<file path="src/rtl/frc_pkg.sv">
package frc_pkg;

  localparam int MAX_PAYLOAD_DEF = 256;
  localparam int PLEN_W = 9;
  localparam int POS_W = 10;
  localparam logic [15:0] CRC_POLY = 16'hA001;
  localparam logic [15:0] CRC_SEED = 16'hFFFF;

  localparam logic [2:0] REG_HDR_PATTERN = 3'd0;
  localparam logic [2:0] REG_HDR_LEN     = 3'd1;
  localparam logic [2:0] REG_CMD_LEN     = 3'd2;
  localparam logic [2:0] REG_LF_LEN      = 3'd3;
  localparam logic [2:0] REG_CHK_LEN     = 3'd4;
  localparam logic [2:0] REG_CRC_MODE    = 3'd5;
  localparam logic [2:0] REG_LEN_MSB     = 3'd6;
  localparam logic [2:0] REG_CHK_MSB     = 3'd7;

  typedef enum logic [2:0] {
    KIND_CMD  = 3'd0,
    KIND_DATA = 3'd1,
    KIND_GOOD = 3'd2,
    KIND_BAD  = 3'd3,
    KIND_LONG = 3'd4
  } kind_t;

  // Effective (clamped) configuration and section boundaries.
  typedef struct packed {
    logic [31:0] hdr_pattern;
    logic [3:0]  h_end;
    logic [3:0]  c_end;
    logic [3:0]  n_end;
    logic [2:0]  chk_len;
    logic        crc_mode;
    logic        len_msb;
    logic        chk_msb;
  } cfg_t;

  typedef struct packed {
    logic       valid;
    kind_t      kind;
    logic [7:0] byte_value;
    logic [8:0] count;
  } res_t;

  function automatic logic [15:0] crc16_byte(input logic [15:0] c_in, input logic [7:0] b);
    logic [15:0] c;
    c = c_in ^ {8'h00, b};
    for (int k = 0; k < 8; k++) begin
      c = c[0] ? ((c >> 1) ^ CRC_POLY) : (c >> 1);
    end
    return c;
  endfunction

  function automatic logic [7:0] byte_sel(input logic [31:0] w, input logic [1:0] idx);
    return w[{idx, 3'b000} +: 8];
  endfunction

endpackage

</file>
<file path="src/rtl/frc_cfg_regs.sv">
module frc_cfg_regs (
  input  logic              clk,
  input  logic              rst_n,
  input  logic              cfg_valid,
  input  logic [2:0]        cfg_index,
  input  logic [31:0]       cfg_data,
  output frc_pkg::cfg_t     cfg
);
  import frc_pkg::*;

  logic [31:0] hdr_pattern_r;
  logic [2:0]  hdr_len_r, cmd_len_r, lf_len_r, chk_len_r;
  logic        crc_mode_r, len_msb_r, chk_msb_r;

  function automatic logic [2:0] clamp14(input logic [2:0] v);
    return (v == 3'd0) ? 3'd1 : ((v > 3'd4) ? 3'd4 : v);
  endfunction

  always_ff @(posedge clk) begin
    if (!rst_n) begin
      hdr_pattern_r <= 32'h5555_5555;
      hdr_len_r     <= 3'd1;
      cmd_len_r     <= 3'd1;
      lf_len_r      <= 3'd1;
      chk_len_r     <= 3'd2;
      crc_mode_r    <= 1'b1;
      len_msb_r     <= 1'b1;
      chk_msb_r     <= 1'b1;
    end else if (cfg_valid) begin
      unique case (cfg_index)
        REG_HDR_PATTERN: hdr_pattern_r <= cfg_data;
        REG_HDR_LEN:     hdr_len_r     <= clamp14(cfg_data[2:0]);
        REG_CMD_LEN:     cmd_len_r     <= (cfg_data[2:0] > 3'd4) ? 3'd4 : cfg_data[2:0];
        REG_LF_LEN:      lf_len_r      <= clamp14(cfg_data[2:0]);
        REG_CHK_LEN:     chk_len_r     <= clamp14(cfg_data[2:0]);
        REG_CRC_MODE:    crc_mode_r    <= cfg_data[0];
        REG_LEN_MSB:     len_msb_r     <= cfg_data[0];
        REG_CHK_MSB:     chk_msb_r     <= cfg_data[0];
        default:         hdr_pattern_r <= hdr_pattern_r;
      endcase
    end
  end

  logic [3:0] h_end, c_end;
  assign h_end = {1'b0, hdr_len_r};
  assign c_end = h_end + {1'b0, cmd_len_r};

  assign cfg.hdr_pattern = hdr_pattern_r;
  assign cfg.h_end       = h_end;
  assign cfg.c_end       = c_end;
  assign cfg.n_end       = c_end + {1'b0, lf_len_r};
  assign cfg.chk_len     = chk_len_r;
  assign cfg.crc_mode    = crc_mode_r;
  assign cfg.len_msb     = len_msb_r;
  assign cfg.chk_msb     = chk_msb_r;

endmodule

</file>
<file path="src/rtl/frc_parse.sv">
module frc_parse #(
  parameter int MAX_PAYLOAD = frc_pkg::MAX_PAYLOAD_DEF
) (
  input  logic           clk,
  input  logic           rst_n,
  input  logic           step,
  input  logic [7:0]     rx_byte,
  input  frc_pkg::cfg_t  cfg,
  output frc_pkg::res_t  res
);
  import frc_pkg::*;

  localparam int PAYLOAD_CAP = (MAX_PAYLOAD > 511) ? 511 : MAX_PAYLOAD;

  logic [POS_W-1:0]  pos_r, pos_nxt;
  logic [PLEN_W-1:0] plen_r, plen_nxt;
  logic [31:0]       lacc_r, lacc_nxt;
  logic [15:0]       crc_r, crc_nxt;
  logic [31:0]       sum_r, sum_nxt;
  logic              mism_r, mism_nxt;

  logic [POS_W-1:0] h_end, c_end, n_end, d_end, k_end, pos, pos_inc;
  logic [15:0]      crc_base;
  logic [31:0]      sum_base, lacc_base, lacc_new, chk_val;
  logic             restart;
  logic [1:0]       lf_k, chk_i, chk_idx;
  logic [7:0]       want_hdr, want_chk;
  logic [POS_W-1:0] rel_cmd, rel_data;

  assign h_end   = POS_W'(cfg.h_end);
  assign c_end   = POS_W'(cfg.c_end);
  assign n_end   = POS_W'(cfg.n_end);
  assign d_end   = n_end + POS_W'(plen_r);
  assign k_end   = d_end + POS_W'(cfg.chk_len);
  assign pos     = (pos_r >= k_end) ? '0 : pos_r;
  assign pos_inc = pos + POS_W'(1);

  assign want_hdr = byte_sel(cfg.hdr_pattern, pos[1:0]);
  assign restart  = (pos < h_end) && ((pos == '0) || (rx_byte != want_hdr));
  assign crc_base = restart ? CRC_SEED : crc_r;
  assign sum_base = restart ? 32'd0 : sum_r;

  assign lf_k      = 2'(pos - c_end);
  assign lacc_base = (lf_k == 2'd0) ? 32'd0 : lacc_r;
  assign lacc_new  = cfg.len_msb ? {lacc_base[23:0], rx_byte}
                                 : (lacc_base | (32'(rx_byte) << {lf_k, 3'b000}));

  assign chk_i   = 2'(pos - d_end);
  assign chk_idx = cfg.chk_msb ? 2'(cfg.chk_len - 3'd1 - {1'b0, chk_i}) : chk_i;
  assign chk_val = cfg.crc_mode ? {16'h0000, crc_r} : sum_r;
  assign want_chk = byte_sel(chk_val, chk_idx);

  assign rel_cmd  = pos - h_end;
  assign rel_data = pos - n_end;

  always_comb begin
    pos_nxt  = pos;
    plen_nxt = plen_r;
    lacc_nxt = lacc_r;
    crc_nxt  = crc_r;
    sum_nxt  = sum_r;
    mism_nxt = mism_r;
    res      = '{valid: 1'b0, kind: KIND_CMD, byte_value: 8'h00, count: 9'd0};
    priority if (pos < h_end) begin
      if (rx_byte == want_hdr || rx_byte == cfg.hdr_pattern[7:0]) begin
        crc_nxt = crc16_byte(crc_base, rx_byte);
        sum_nxt = sum_base + 32'(rx_byte);
        pos_nxt = (rx_byte == want_hdr) ? pos_inc : POS_W'(1);
      end else begin
        pos_nxt = '0;
      end
    end else if (pos < c_end) begin
      crc_nxt = crc16_byte(crc_r, rx_byte);
      sum_nxt = sum_r + 32'(rx_byte);
      res     = '{valid: 1'b1, kind: KIND_CMD, byte_value: rx_byte, count: rel_cmd[8:0]};
      pos_nxt = pos_inc;
    end else if (pos < n_end) begin
      crc_nxt  = crc16_byte(crc_r, rx_byte);
      sum_nxt  = sum_r + 32'(rx_byte);
      lacc_nxt = lacc_new;
      pos_nxt  = pos_inc;
      if (pos_inc == n_end) begin
        if (lacc_new > 32'(PAYLOAD_CAP)) begin
          res = '{valid: 1'b1, kind: KIND_LONG, byte_value: 8'h00,
                  count: (lacc_new > 32'd511) ? 9'd511 : lacc_new[8:0]};
          plen_nxt = '0;
          pos_nxt  = '0;
        end else begin
          plen_nxt = lacc_new[8:0];
        end
      end
    end else if (pos < d_end) begin
      crc_nxt = crc16_byte(crc_r, rx_byte);
      sum_nxt = sum_r + 32'(rx_byte);
      res     = '{valid: 1'b1, kind: KIND_DATA, byte_value: rx_byte, count: rel_data[8:0]};
      pos_nxt = pos_inc;
    end else begin
      mism_nxt = ((chk_i == 2'd0) ? 1'b0 : mism_r) | (rx_byte != want_chk);
      pos_nxt  = pos_inc;
      if (pos_inc == k_end) begin
        res = '{valid: 1'b1, kind: (mism_nxt ? KIND_BAD : KIND_GOOD), byte_value: 8'h00,
                count: plen_r};
        pos_nxt = '0;
      end
    end
  end

  always_ff @(posedge clk) begin
    if (!rst_n) begin
      pos_r  <= '0;
      plen_r <= '0;
      lacc_r <= '0;
      crc_r  <= CRC_SEED;
      sum_r  <= '0;
      mism_r <= 1'b0;
    end else if (step) begin
      pos_r  <= pos_nxt;
      plen_r <= plen_nxt;
      lacc_r <= lacc_nxt;
      crc_r  <= crc_nxt;
      sum_r  <= sum_nxt;
      mism_r <= mism_nxt;
    end
  end

endmodule

</file>
<file path="src/rtl/frame_receiver_with_check_core.sv">
// Length-prefixed frame receiver with CRC-16 or byte-sum check.
// Input channel (in_valid/in_ready/in_rx_byte): one received byte per request.
// Output channel (out_valid/out_ready/out_*): command bytes (kind 0), payload
// bytes (kind 1) and one status per frame: good (2), check failed (3) or
// too long (4). Bytes of the header, length field and check produce nothing.
// Config channel (cfg_valid/cfg_ready/cfg_index/cfg_data) writes register
// cfg_index; cfg_ready is always high. Write only while no bytes are in flight.
// A byte passes the input register, then the result register, before its
// result is presented. Throughput: one byte per cycle while out_ready keeps up;
// every byte passes the header match, CRC byte update and section logic
// combinationally between the two registers.
// While a result waits with out_ready low the result register holds; the
// input register still takes one more byte, then in_ready drops until the
// result is taken.
// Reset (rst_n low, synchronous) restores register defaults, empties both
// registers and returns the parser to header hunt with the check reseeded.
module frame_receiver_with_check_core #(
  parameter int MAX_PAYLOAD = frc_pkg::MAX_PAYLOAD_DEF
) (
  input  logic        clk,
  input  logic        rst_n,
  input  logic        in_valid,
  output logic        in_ready,
  input  logic [7:0]  in_rx_byte,
  output logic        out_valid,
  input  logic        out_ready,
  output logic [2:0]  out_kind,
  output logic [7:0]  out_byte_value,
  output logic [8:0]  out_count,
  input  logic        cfg_valid,
  output logic        cfg_ready,
  input  logic [2:0]  cfg_index,
  input  logic [31:0] cfg_data
);
  import frc_pkg::*;

  cfg_t cfg;
  res_t res;

  logic       in_valid_r;
  logic [7:0] in_byte_r;
  logic       out_valid_r;
  kind_t      kind_r;
  logic [7:0] byte_r;
  logic [8:0] count_r;
  logic       step;

  assign cfg_ready = 1'b1;
  assign step      = in_valid_r && (!out_valid_r || out_ready);
  assign in_ready  = !in_valid_r || step;

  frc_cfg_regs u_cfg (
    .clk       (clk),
    .rst_n     (rst_n),
    .cfg_valid (cfg_valid),
    .cfg_index (cfg_index),
    .cfg_data  (cfg_data),
    .cfg       (cfg)
  );

  frc_parse #(.MAX_PAYLOAD(MAX_PAYLOAD)) u_parse (
    .clk     (clk),
    .rst_n   (rst_n),
    .step    (step),
    .rx_byte (in_byte_r),
    .cfg     (cfg),
    .res     (res)
  );

  always_ff @(posedge clk) begin
    if (!rst_n) begin
      in_valid_r <= 1'b0;
    end else if (in_ready) begin
      in_valid_r <= in_valid;
    end
  end

  always_ff @(posedge clk) begin
    if (in_ready && in_valid) begin
      in_byte_r <= in_rx_byte;
    end
  end

  always_ff @(posedge clk) begin
    if (!rst_n) begin
      out_valid_r <= 1'b0;
    end else if (step) begin
      out_valid_r <= res.valid;
    end else if (out_ready) begin
      out_valid_r <= 1'b0;
    end
  end

  always_ff @(posedge clk) begin
    if (step && res.valid) begin
      kind_r  <= res.kind;
      byte_r  <= res.byte_value;
      count_r <= res.count;
    end
  end

  assign out_valid      = out_valid_r;
  assign out_kind       = kind_r;
  assign out_byte_value = byte_r;
  assign out_count      = count_r;

endmodule

</file>
<file path="config.mk">
export PLATFORM = sky130hd
export DESIGN_NAME = frame_receiver_with_check_core
export DESIGN_NICKNAME = d
export VERILOG_FILES = /design/src/rtl/frc_pkg.sv /design/src/rtl/frc_cfg_regs.sv /design/src/rtl/frc_parse.sv /design/src/rtl/frame_receiver_with_check_core.sv
export SDC_FILE = /design/constraint.sdc
export NUM_CORES = 1
export LEC_CHECK = 0
export BUFFER_PORTS_ARGS = -buffer_cell sky130_fd_sc_hd__buf_2
export CORE_ASPECT_RATIO = 0.75
export CORE_UTILIZATION = 40
export DETAILED_ROUTE_END_ITERATION = 10
export PLACE_DENSITY = 0.62
export SLEW_MARGIN = 30
export SYNTH_ARGS = -nofsm -noshare
export SYNTH_HDL_FRONTEND = slang
export SYNTH_SLANG_ARGS = --single-unit
</file>
<file path="constraint.sdc">
create_clock -name clk -period 13.5 [get_ports clk]
set_clock_uncertainty 0.15 [all_clocks]
set_input_delay 3.375 -clock clk [delete_from_list [all_inputs] [get_ports clk]]
set_output_delay 3.375 -clock clk [all_outputs]
set_load 0.02 [all_outputs]
</file>
==> summary.txt <==
STA
  – Least-Margin Pin Slew: 0.977 ns
  – Tcrit/Tclk final: 0.806
  – Crit path time final: 10.88 ns
  – Post-route setup TNS: 0 ns
  – Final setup fails: 0
  – RSZ-0062 raised after global routing: no
  – Relative slew slack: 0.349
  – Final hold violation count: 0
  – Fin. max-slew vios: 0
  – F_max: 91.9 MHz

Routing
  – DRC Markers: 0
  – DRT Wirelength: 40,300 um
  – Via Count: between 10,000 and 15,000
  – DR pass1 iterations: 8
  – DR vias/cell: 6.02
  – Iter 0 DRT Violations: 1,297
  – Number of nets with antenna violations after routing: 0
  – Wire per inst: 20.8 um

Placement
  – GPL Wtd Cong: 0.980
  – DP HPWL: 29,400 um
  – Port Buffer Count: 69

Synthesis
  – Mapped Nets: 1,630
  – Seq/Total Area, Yosys: 0.312
  – Synth Flop Type: dfxtp_1
  – Post-synth EDFFs: 28
  – Top cell type's share of synthesized area: 0.243
  – Synth cell types: approximately 90
  – Synthesized area: 0.0123 mm2
  – Yosys top cell by area: dfxtp_1
  – Seq cells post-synth: 177
  – Most common cell in the netlist: nand2_1
  – Syn_area_per_cell: between 8 and 9 um2
  – Ys Warns: 0
  – Syn Inst Count: 1,520
  – Synth cell count leaders: nand2_1 (181), dfxtp_1 (149), a21oi_1 (142)
  – Ys async rst share: 0
  – Area contributors post-synth: dfxtp_1 (24%), edfxtp_1 (6.9%), a21oi_1 (5.8%)

Clock network
  – H-tree levels: 4
  – CTS Hold Bufs: 0
  – CTS buffer count: 17
  – CTS tree: done
  – Clock transition at path regs: 0.07 ns
  – Max clock buf depth: 2
  – # resized after CTS: 0
  – Buffer count from post-CTS setup fixing: 0
  – CTS Sinks: between 150 and 200
  – Clock Latency Late Sink: 0.45 ns
  – Root Driver: clkbuf_16

Worst setup path
  – CP max FO: 24
  – Data arrival, critical path: roughly 11 ns
  – WS Path Type: reg -> reg
  – CP dominant cell by count: inv_1
  – Slowest stage cell, crit path: nor4b_1
  – Crit end category: flop
  – Data required, critical path: 13.71 ns
  – CP max stage delay: a little under 0.7 ns
  – Crit start category: flop

Pwr
  – Power per cell area: 99.1 mW/mm2
  – Leak: 5.04 nW
  – Peak supply drop: 92.4 uV

Die
  – Core area: 0.0301 mm2
  – Chip width: 204 um
  – Die H: 154 um
  – Initial Util: 0.407
  – Die area: 0.0314 mm2
  – Boundary Pins: between 70 and 80
  – Cell Rows: 55

Cells and area
  – Number of nets in the layout: approximately 1,600
  – Final core utilization: 0.449
  – Layout cells sized above 1: 0.108
  – Area Growth Syn to Fin: 10.4%
  – # diodes: 0

Global route
  – Number of global-route vias before repair: 10,600
  – First-pass GRT wire length: 62,200 um
  – GRT Overall Usage: 0.257
  – Grt total ovfl: 0
  – Pin count of the biggest net entering global routing: between 60 and 70
  – Initial antenna violation count: 0

Hold path
  – HP Class: reg -> reg

Job
  – Max Cap Viol: 0

Status
  – Status: complete, no violations
layout make-up:
cell class | count | area, um2
multi-input combinational | 1169 | 7780
tap | 399 | 499
sequential | 177 | 3820
fill | 3028 | 16600
inverter | 66 | 250
timing repair buffer | 94 | 541
clock inverter | 9 | 181
clock buffer | 23 | 458
placed cells by master (no fill, tap or decap), types with 28 or more instances in the layout:
| cell type | instances |
|---|---|
| a211oi_1 | 35 |
| a21oi_1 | 141 |
| and2_1 | 28 |
| buf_2 | 69 |
| dfxtp_1 | 149 |
| edfxtp_1 | 28 |
| ha_1 | 55 |
| inv_1 | 63 |
| mux2i_1 | 38 |
| nand2_1 | 181 |
| nand3_1 | 50 |
| nor2_1 | 94 |
| nor3_1 | 53 |
| o21ai_0 | 56 |
| xnor2_1 | 65 |
per-stage QoR:
step                power (mW)  setup slack [ns]  hold slack, ns  std cells  area [um2]
finish                    1.34              2.62           0.317       1937       13500
global route              1.39              2.05           0.336       1937       13500
CTS                       1.34              2.49           0.315       1937       13500
detailed placement       0.788              2.51           0.306       1905       12900
global placement         0.784              2.64           0.297       1903       12900
floorplan                0.721              3.80           0.287       1520       12300
cell families (layout without fill, tap and decap cells):
kind of cell / count (synthesis) / in the layout / synth area share
muxes: 52 / 52 / 0.0512
xor gates and xnor gates: 94 / 94 / 0.0719
AOI/OAI and AO/OA: 405 / 405 / 0.216
adders and majority gates: 63 / 63 / 0.0684
and+or+nand+nor: 554 / 554 / 0.224
buffers and inverters: 174 / 192 / 0.0564
other: 1 / 1 / 0.000306
DFF: 177 / 177 / 0.312
state kept, by name, indices dropped and copies added, names as in the netlist, 8 cells and up:
| name | flops |
|---|---|
| u_parse.lacc_r | 32 |
| u_parse.crc_r | 16 |
| out_byte_value | 8 |
| u_parse.pos_r | 10 |
| u_parse.sum_r | 32 |
| in_byte_r | 8 |
| u_parse.plen_r | 9 |
| out_count | 9 |
| u_cfg.hdr_pattern_r | 32 |
critical path, delay by kind of cell (launching register included):
family	cells	cell delay [ns]
xor+xnor	1	0.24
buf+inv	6	0.66
fa+ha+maj	8	3.42
flops	1	0.36
compound gates	12	2.72
simple gates	8	3.25
routing by layer:
metal	vias to the layer above	wire (um)	GRT usage
met3	45	3430	0.0604
met5	-	0	0
met2	485	16400	0.359
met1	5603	19600	0.387
met4	0	796	0.0725
li1	5520	-	-
report_power, final:
part / total, mW / internal [mW] / switching [mW]
sequential: 0.549 / 0.542 / 0.00730
combinational: 0.234 / 0.0829 / 0.151
clock: 0.558 / 0.335 / 0.224
worst paths after layout:
path,startpoint,end,slack [ns],cells past startpoint
max reg2reg,u_cfg.hdr_len_r[0],u_parse.sum_r[17],2.62,35
max,u_cfg.hdr_len_r[0],u_parse.sum_r[17],2.62,35
min reg2reg,u_parse.lacc_r[24],u_parse.lacc_r[24],0.32,2
min,u_parse.lacc_r[24],u_parse.lacc_r[24],0.32,2
No activity file was read; power rests on OpenSTA's default activity.
